### src/tcpg_pkg.sv
// Shared types, constants and small lookup functions for the test-card pattern generator.
`default_nettype none

package tcpg_pkg;

	localparam int MAX_DIM  = 4096;
	localparam int CFG_W    = 13;
	localparam int DIM_W    = CFG_W;
	localparam int SEC_W    = DIM_W - 2;
	localparam int COORD_W  = 12;
	localparam int CHAN_W   = 8;
	localparam int Q_W      = 8;
	localparam int DIV_W    = SEC_W + Q_W;
	localparam int RESET_DIM = 512;

	localparam logic REG_IMAGE_WIDTH  = 1'b0;
	localparam logic REG_IMAGE_HEIGHT = 1'b1;

	localparam logic [1:0] CH_RED   = 2'd0;
	localparam logic [1:0] CH_GREEN = 2'd1;
	localparam logic [1:0] CH_BLUE  = 2'd2;

	localparam logic [CHAN_W-1:0] LVL_ZERO = 8'd0;
	localparam logic [CHAN_W-1:0] LVL_DIM  = 8'd51;
	localparam logic [CHAN_W-1:0] LVL_MID  = 8'd127;
	localparam logic [CHAN_W-1:0] LVL_FLAT = 8'd204;
	localparam logic [CHAN_W-1:0] LVL_FULL = 8'd255;

	typedef enum logic [2:0] {
		PAT_FLAT,
		PAT_RAMP,
		PAT_CHECK,
		PAT_STRIPE,
		PAT_DOT
	} pat_t;

	typedef struct packed {
		logic [COORD_W-1:0] pos_x;
		logic [COORD_W-1:0] pos_y;
	} pixel_t;

	typedef struct packed {
		logic [CHAN_W-1:0] red;
		logic [CHAN_W-1:0] green;
		logic [CHAN_W-1:0] blue;
		logic [CHAN_W-1:0] alpha;
		logic              outside;
	} color_t;

	// Everything about a pixel except the ramp quotient, carried beside the divider.
	typedef struct packed {
		logic              outside;
		logic              beyond;
		logic              is_ramp;
		logic [CHAN_W-1:0] level;
		logic [1:0]        lit;
	} side_t;

	// Section pattern is (row*4 + col) mod 5.
	function automatic pat_t pat_of(input logic [1:0] row, input logic [1:0] col);
		pat_t p;
		case ({row, col})
			4'd0, 4'd5, 4'd10, 4'd15: p = PAT_FLAT;
			4'd1, 4'd6, 4'd11:        p = PAT_RAMP;
			4'd2, 4'd7, 4'd12:        p = PAT_CHECK;
			4'd3, 4'd8, 4'd13:        p = PAT_STRIPE;
			default:                  p = PAT_DOT;
		endcase
		return p;
	endfunction

	// Lit color channel is col mod 3.
	function automatic logic [1:0] lit_of(input logic [1:0] col);
		logic [1:0] c;
		case (col)
			2'd1:    c = CH_GREEN;
			2'd2:    c = CH_BLUE;
			default: c = CH_RED;
		endcase
		return c;
	endfunction

endpackage

`default_nettype wire

### src/tcpg_ramp_div.sv
// Pipelined restoring divider for the ramp level, one quotient bit per stage.
`default_nettype none

module tcpg_ramp_div
	import tcpg_pkg::*;
(
	input  wire logic             clk,
	input  wire logic             arst_n,
	input  wire logic             in_valid,
	input  wire logic [DIV_W-1:0] dividend,
	input  wire logic [SEC_W-1:0] divisor,
	input  wire side_t            in_side,
	output logic                  out_valid,
	output logic [Q_W-1:0]        quotient,
	output side_t                 out_side
);

	logic             valid_sd [Q_W];
	logic [DIV_W-1:0] rem_sd   [Q_W];
	logic [Q_W-1:0]   quo_sd   [Q_W];
	side_t            side_sd  [Q_W];

	logic [DIV_W-1:0] divisor_ext;
	assign divisor_ext = {{(DIV_W-SEC_W){1'b0}}, divisor};

	for (genvar i = 0; i < Q_W; i++) begin : g_stage
		logic             v_in;
		logic [DIV_W-1:0] r_in;
		logic [Q_W-1:0]   q_in;
		side_t            s_in;
		logic [DIV_W-1:0] trial;
		logic             take;

		if (i == 0) begin : g_first
			assign v_in = in_valid;
			assign r_in = dividend;
			assign q_in = '0;
			assign s_in = in_side;
		end else begin : g_next
			assign v_in = valid_sd[i-1];
			assign r_in = rem_sd[i-1];
			assign q_in = quo_sd[i-1];
			assign s_in = side_sd[i-1];
		end

		// The quotient stays below 256, so the shifted divisor never overflows.
		assign trial = divisor_ext << (Q_W - 1 - i);
		assign take  = (r_in >= trial);

		always_ff @(posedge clk or negedge arst_n) begin
			if (!arst_n) begin
				valid_sd[i] <= 1'b0;
			end else begin
				valid_sd[i] <= v_in;
			end
		end

		always_ff @(posedge clk) begin
			rem_sd[i]  <= take ? (r_in - trial) : r_in;
			quo_sd[i]  <= {q_in[Q_W-2:0], take};
			side_sd[i] <= s_in;
		end
	end

	assign out_valid = valid_sd[Q_W-1];
	assign quotient  = quo_sd[Q_W-1];
	assign out_side  = side_sd[Q_W-1];

endmodule

`default_nettype wire

### config.mk
export PLATFORM = sky130hd
export DESIGN_NAME = tcpg_ramp_div
export DESIGN_NICKNAME = d
export VERILOG_FILES = /design/src/tcpg_pkg.sv /design/src/tcpg_ramp_div.sv
export SDC_FILE = /design/constraint.sdc
export NUM_CORES = 1
export LEC_CHECK = 0
export BUFFER_PORTS_ARGS = -buffer_cell sky130_fd_sc_hd__buf_2
export CAP_MARGIN = 20
export CORE_MARGIN = 5
export CORE_UTILIZATION = 40
export DETAILED_ROUTE_END_ITERATION = 8
export GPL_ROUTABILITY_DRIVEN = 0
export MAX_ROUTING_LAYER = met4
export PLACE_DENSITY = 0.65
export SLEW_MARGIN = 10
export SYNTH_ARGS = -nofsm -noshare
export SYNTH_HDL_FRONTEND = slang
export SYNTH_SLANG_ARGS = --single-unit
### constraint.sdc
create_clock -name clk -period 3.4 [get_ports clk]
set_clock_uncertainty 0.15 [all_clocks]
set_input_delay 0.17 -clock clk [delete_from_list [all_inputs] [get_ports clk]]
set_output_delay 0.17 -clock clk [all_outputs]
set_load 0.03 [all_outputs]
==> reports/metrics.cfg, run 1 <==
[layout]
diodes = 0
drive_gt1_share_pct = 15.8
fin_util_pct = 48.7
mostFrequentLayoutCells = 273 x dfxtp_1, 88 x ha_1, 67 x buf_2
fin_nets = 1329
syn_to_final_growth_pct = 19.5
final_common_cell = dfxtp_1

[clock_tree]
cts_buffers = 29
cts_tree = yes
ctsRootBufferMaster = clkbuf_16
clk_pin_slew_ps = 60
clock-sinks = 281
cts_buffer_depth = 3
cts-hold-fix-buffers = 36
htree_levels = 1
cts_resized = 0
cts_setup_buffers = 0
clock_latency_ps = 530

[grt]
grt_usage_pct = 15.3
grt_pass1_wl_um = 38600
overflow = 0
grt_pass1_vias = 7847
antenna_found_initial = 0
grt_max_degree = 15

[logic_synthesis]
syn_inst = 1050
synth_nets = 1191
synth_edf_count = 0
seq_area_frac_synth_pct = 49.7
synth_area_leaders = dfxtp_1 48%, ha_1 9.7%, xnor2_1 2.8%
syn_area_mm2 = 0.0114
yosysTopAreaCellShare_pct = 48.0
synth.largest_area_cell = dfxtp_1
async_reset_ff_share_pct = 2.85
synthDistinctLibCells = 85
ys.flop_type = dfxtp_1
yosys_warnings = 0
synth_seq_cells = 281
avgSynthCellArea_um2 = 10.8

[job]
maxCapViolCount = 0

[worst_setup_path]
slowest_delay_ps = 550
required_ps = 3730
reg2reg_depth = 11
r2r_slack_ps = 670
r2r_start = rem_sd[3][3]$_DFF_P_
critPathMaxFanout = 9
critPathLaunch = dividend[7]
path_cells = dlygate4sd3_1, buf_2, inv_1, ha_1, fa_1, nor2b_1, o21a_1, o21a_1, o21ai_1, o31ai_2, buf_4, mux2i_1, dlygate4sd3_1
arrival_ps = 3450
crit_end = rem_sd[0][7]$_DFF_P_
slowest_stage = dlygate4sd3_1
critPathBufInv = 5
startpoint_type = input port
cp_num_cells = 13
critPathKind = input port to flop
rr_endpoint = rem_sd[4][8]$_DFF_P_
cp-end-kind = flop
path_delay_family = buffers and inverters

[detailed_routing]
wl_per_cell_um = 15.0
drc = 0
vias = 8056
dr.first_iter.drc_count = 464
drt_wl_total_um = 23700
antenna_left = 0
dr.pass1.iters = 5
post_drt_via_cell_ratio = 5.08

[placed_design]
post-place-ws_ps = 248
io_buffers = 67
hpwl_um = 17500

[pwr]
leakage_nw = 5.80
powerDensity_mw_per_mm2 = 891
ir_worst_vdd_mv = 0.461

[sta]
fmax_ghz = 0.321
setup_viol = 0
rsz0062_at_grt = false
slew_headroom_pct = 62.2
slew_violations = 0
worstMarginPinSlew_ps = 566
period_share_pct = 91.7
hold_violations = 0
setup_slack_ps = 281
fin_crit_ps = 3120
fin_tns_setup_ps = 0

[die]
die_y_um = 179
core-area_mm2 = 0.0279
rows = 61
dieWidth_um = 179
die_area_mm2 = 0.0320
start_util_pct = 40.8
ios = 68

[worst_hold_path]
hp-class = input port to flop

[outcome]
status = complete, no violations

-- layer usage --
| layer | GRT usage [%] | part of all wire [%] |
|---|---|---|
| met5 | - | 0 |
| met4 | 6.01 | 4.1 |
| met3 | 2.59 | 4.8 |
| met2 | 25.6 | 47 |
| met1 | 18.6 | 44 |
-- worst register-to-register path, cell delays in order (launching register included) --
cell and delay, ps:
dfxtp_1 310, inv_1 50, ha_1 150, inv_1 60, fa_1 420, a211oi_1 300
o21ai_0 230, o211ai_1 310, nand2b_1 110, buf_4 190, and2_1 160, a211oi_1 210
-- cell type report --
class,instances,area [µm²]
well taps,378,473
flip-flops and latches,281,5670
multi-input cells,702,5430
fillers,2603,14300
repair buffers,123,846
clock buffers,34,764
inverters,51,196
clock inverters,17,234
-- synth_stat cells (all sizes together), types with 16 or more instances --
library cell / count
xnor2: 37
nor4: 16
o21a: 22
nand3: 22
o21ai: 60
dfxtp: 273
mux2: 48
xor2: 27
nor2: 45
ha: 88
nor3: 30
nand2: 51
inv: 51
a21oi: 51
-- sequential cells by signal, summed over array words and instances, names as in the netlist --
| name | cells |
|---|---|
| rem_sd | 133 |
| side_sd | 104 |
| g_stage.v_in | 7 |
| quo_sd | 36 |
| out_valid | 1 |
-- report_power, final --
group	total, mW	internal [mW]	leakage (nW)	switching [mW]
clock network	3.25	1.99	0.475	1.26
logic	4.28	2.10	2.93	2.18
registers	4.60	4.11	2.39	0.490
total	12.1	8.20	5.80	3.93
-- logic make-up (layout without fill, tap and decap cells) --
family	after synthesis	count (layout)	share of synthesized area, %
AO/OA/AOI/OAI	232	232	13.9
XOR/XNOR	64	64	4.92
adder cells (fa/ha/maj)	95	95	10.9
buffers and inverters	67	225	2.59
flip-flops	281	281	49.7
multiplexers	56	56	5.71
AND/OR/NAND/NOR	255	255	12.2
-- how the worst min path moves through the flow --
stage	startpoint	endpoint	slack (ps)	cells past startpoint
floorplan	arst_n	g_stage[1].v_in$_DFF_PN0_	-280	0
finish	divisor[0]	rem_sd[1][6]$_DFF_P_	30	3
global placement	arst_n	out_valid$_DFF_PN0_	-130	1
detailed placement	arst_n	out_valid$_DFF_PN0_	-120	1
CTS	divisor[0]	rem_sd[1][6]$_DFF_P_	0.4	3
global route	divisor[0]	rem_sd[3][4]$_DFF_P_	30	3
-- metrics by stage --
| stage | instances | hold WS [ps] | area (µm²) | power [mW] |
|---|---|---|---|---|
| finish | 1586 | 30.9 | 13600 | 12.1 |
| global route | 1586 | 27.1 | 13600 | 13.0 |
| CTS | 1585 | 0.408 | 13600 | 12.2 |
| detailed placement | 1498 | -125 | 12200 | 8.88 |
| global placement | 1498 | -131 | 12200 | 8.81 |
| floorplan | 1050 | -276 | 11400 | 7.95 |
No activity file was read; power rests on OpenSTA's default activity.
==> inputs of run 2 (changes only) <==
--- a/config.mk
+++ b/config.mk
@@ -9,6 +9,7 @@
 export CAP_MARGIN = 20
 export CORE_MARGIN = 5
 export CORE_UTILIZATION = 40
+export CTS_BUF_LIST = sky130_fd_sc_hd__clkbuf_2 sky130_fd_sc_hd__clkbuf_4 sky130_fd_sc_hd__clkbuf_8
 export DETAILED_ROUTE_END_ITERATION = 8
 export GPL_ROUTABILITY_DRIVEN = 0
 export MAX_ROUTING_LAYER = met4
==> run 2 against run 1 <==
Global-route usage up 0.27 points. Fmax down 0.91%. Combinational power barely moved. Clock power is 6% lower. Largest power group unchanged. Critical path depth stayed put. Clock-buffer cell count rose by 35. Highest routed layer unchanged. Sequential cell count unchanged. Final cell count increased by 2.3%. Routed wire length rose by 1.4%. Utilization up 0.14 points. Largest cell class unchanged.
==> reports/metrics.cfg, run 2 (synthesized netlist as in run 1, its figures left out) <==
[outcome]
status = complete, no violations  ; unchanged

[worst_setup_path]
arrival_ps = 3500  ; was 3450 ps
reg2reg_depth = 11  ; unchanged
critPathLaunch = dividend[7]  ; unchanged
critPathMaxFanout = 9  ; unchanged
cp-end-kind = flop  ; unchanged
startpoint_type = input port  ; unchanged
critPathKind = input port to flop  ; unchanged
crit_end = rem_sd[0][7]$_DFF_P_  ; unchanged
r2r_start = rem_sd[3][3]$_DFF_P_  ; unchanged
rr_endpoint = rem_sd[4][8]$_DFF_P_  ; unchanged
r2r_slack_ps = 690  ; was 670 ps
required_ps = 3750  ; was 3730 ps

[grt]
antenna_found_initial = 0  ; unchanged
busiest_layer = met2  ; unchanged
grt_max_degree = 15  ; unchanged
gr-usage-met2_pct = 25.6  ; about the same
grt_pass1_vias = 8037  ; was 7,847
grt_pass1_wl_um = 39000  ; was 38,600 µm
grt_util_met3_pct = 3.29  ; was 2.59%
use_met1_pct = 18.7  ; was 18.6%
overflow = 0  ; unchanged
grt_usage_pct = 15.6  ; was 15.3%

[sta]
setup_slack_ps = 252  ; was 281 ps
rsz0062_at_grt = false  ; unchanged
setup_viol = 0  ; unchanged
worstMarginPinSlew_ps = 591  ; was 566 ps
slew_violations = 0  ; unchanged
fmax_ghz = 0.318  ; was 0.321 GHz
fin_crit_ps = 3150  ; was 3120 ps
period_share_pct = 92.6  ; was 91.7%
hold_violations = 0  ; unchanged
fin_tns_setup_ps = 0  ; unchanged
slew_headroom_pct = 60.5  ; was 62.2%

[clock_tree]
cts_setup_buffers = 0  ; unchanged
htree_levels = 2  ; was 1
cts_tree = yes  ; unchanged
cts_buffer_depth = 3  ; unchanged
ctsRootBufferMaster = clkbuf_8  ; was clkbuf_16
clock-sinks = 281  ; unchanged
clock_latency_ps = 560  ; was 530 ps
clk_pin_slew_ps = 60  ; about the same
cts_buffers = 47  ; was 29

[pwr]
ir_worst_vdd_mv = 0.334  ; was 0.461 mV
powerDensity_mw_per_mm2 = 875  ; was 891 mW/mm²
leakage_nw = 5.87  ; was 5.80 nW

[layout]
diodes = 0  ; unchanged
stdcell_area_mm2 = 0.0136  ; about the same
syn_to_final_growth_pct = 19.8  ; was 19.5%
drive_gt1_share_pct = 18.3  ; was 15.8%
largest_reg_flops = 133  ; unchanged
top_register = rem_sd  ; unchanged
final_common_cell = dfxtp_1  ; unchanged
mostFrequentLayoutCells = 273 x dfxtp_1, 88 x ha_1, 67 x buf_2  ; unchanged
fin_nets = 1350  ; was 1,329
reg.largest.list = rem_sd: 133 flops, side_sd: 104 flops, quo_sd: 36 flops  ; unchanged

[detailed_routing]
post_drt_via_cell_ratio = 5.01  ; was 5.08
drc = 0  ; unchanged
vias = 8130  ; was 8,056
dr.pass1.iters = 5  ; unchanged
drt_wl_total_um = 24100  ; was 23,700 µm
antenna_left = 0  ; unchanged
wl_per_cell_um = 14.8  ; was 15.0 µm
dr.first_iter.drc_count = 388  ; was 464

[placed_design]
hpwl_um = 17500  ; unchanged
post-place-ws_ps = 248  ; unchanged
placed_cell_area_mm2 = 0.0122  ; unchanged
io_buffers = 67  ; unchanged

[die]
start_util_pct = 40.8  ; unchanged
core-area_mm2 = 0.0279  ; unchanged
ios = 68  ; unchanged
die_area_mm2 = 0.0320  ; unchanged
rows = 61  ; unchanged
dieWidth_um = 179  ; unchanged
die_y_um = 179  ; unchanged

[job]
maxCapViolCount = 0  ; unchanged

[worst_hold_path]
hp-class = input port to flop  ; unchanged

-- run 2: critical path, stage by stage --
cell and delay [ps]:
dlygate4sd3_1 530, buf_2 110, inv_1 60, ha_1 220, fa_1 400, nor2b_1 120, o21a_1 150, o21a_1 140
o21ai_1 120, o31ai_2 460, buf_4 280, mux2i_1 180, dlygate4sd3_1 550
-- run 2: worst min-delay path by stage --
stage | from | end | slack [ps] | cells after the start
after floorplan | arst_n | g_stage[1].v_in$_DFF_PN0_ | -280 | 0
after CTS | divisor[1] | rem_sd[0][8]$_DFF_P_ | 7 | 4
after global routing | divisor[1] | rem_sd[1][7]$_DFF_P_ | 50 | 4
final | divisor[1] | rem_sd[0][8]$_DFF_P_ | 30 | 4
after detailed placement | arst_n | out_valid$_DFF_PN0_ | -120 | 1
after global placement | arst_n | out_valid$_DFF_PN0_ | -130 | 1
-- run 2: area by class of cell --
cell class,count,area (µm²)
timing repair buffer,126,876
fill,2627,14300
clock buffer,69,881
multi-input combinational,702,5430
clock inverter,16,126
tap,378,473
sequential,281,5670
inverter,51,196
-- run 2: metrics by stage --
| stage | util [%] | total power [mW] | hold slack [ps] | instances |
|---|---|---|---|---|
| after detailed placement | 43.8 | 8.88 | -125 | 1498 |
| after floorplan | - | 7.95 | -276 | 1050 |
| after global routing | 48.9 | 12.8 | 49.3 | 1623 |
| after CTS | 48.8 | 12.1 | 7.08 | 1622 |
| final | 48.9 | 11.9 | 26.3 | 1623 |
| after global placement | 43.8 | 8.81 | -131 | 1498 |
-- run 2: what timing repair did --
action,in CTS,in global routing
hold buffers,39,0
endpoints found under the hold margin,44,0
resized for setup,0,0
-- run 2: metal layers --
| layer | part of all wire (%) | wire [µm] | up-vias |
|---|---|---|---|
| met5 | 0 | 0 | - |
| met4 | 3.5 | 844 | 0 |
| met3 | 4.8 | 1140 | 58 |
| met2 | 47 | 11300 | 186 |
| met1 | 45 | 10700 | 3758 |
| li1 | - | - | 4128 |
-- run 2: report_power, final --
group          internal (mW)  switching (mW)
combinational           2.10            2.18
sequential              4.11           0.487
clock                   1.76            1.31
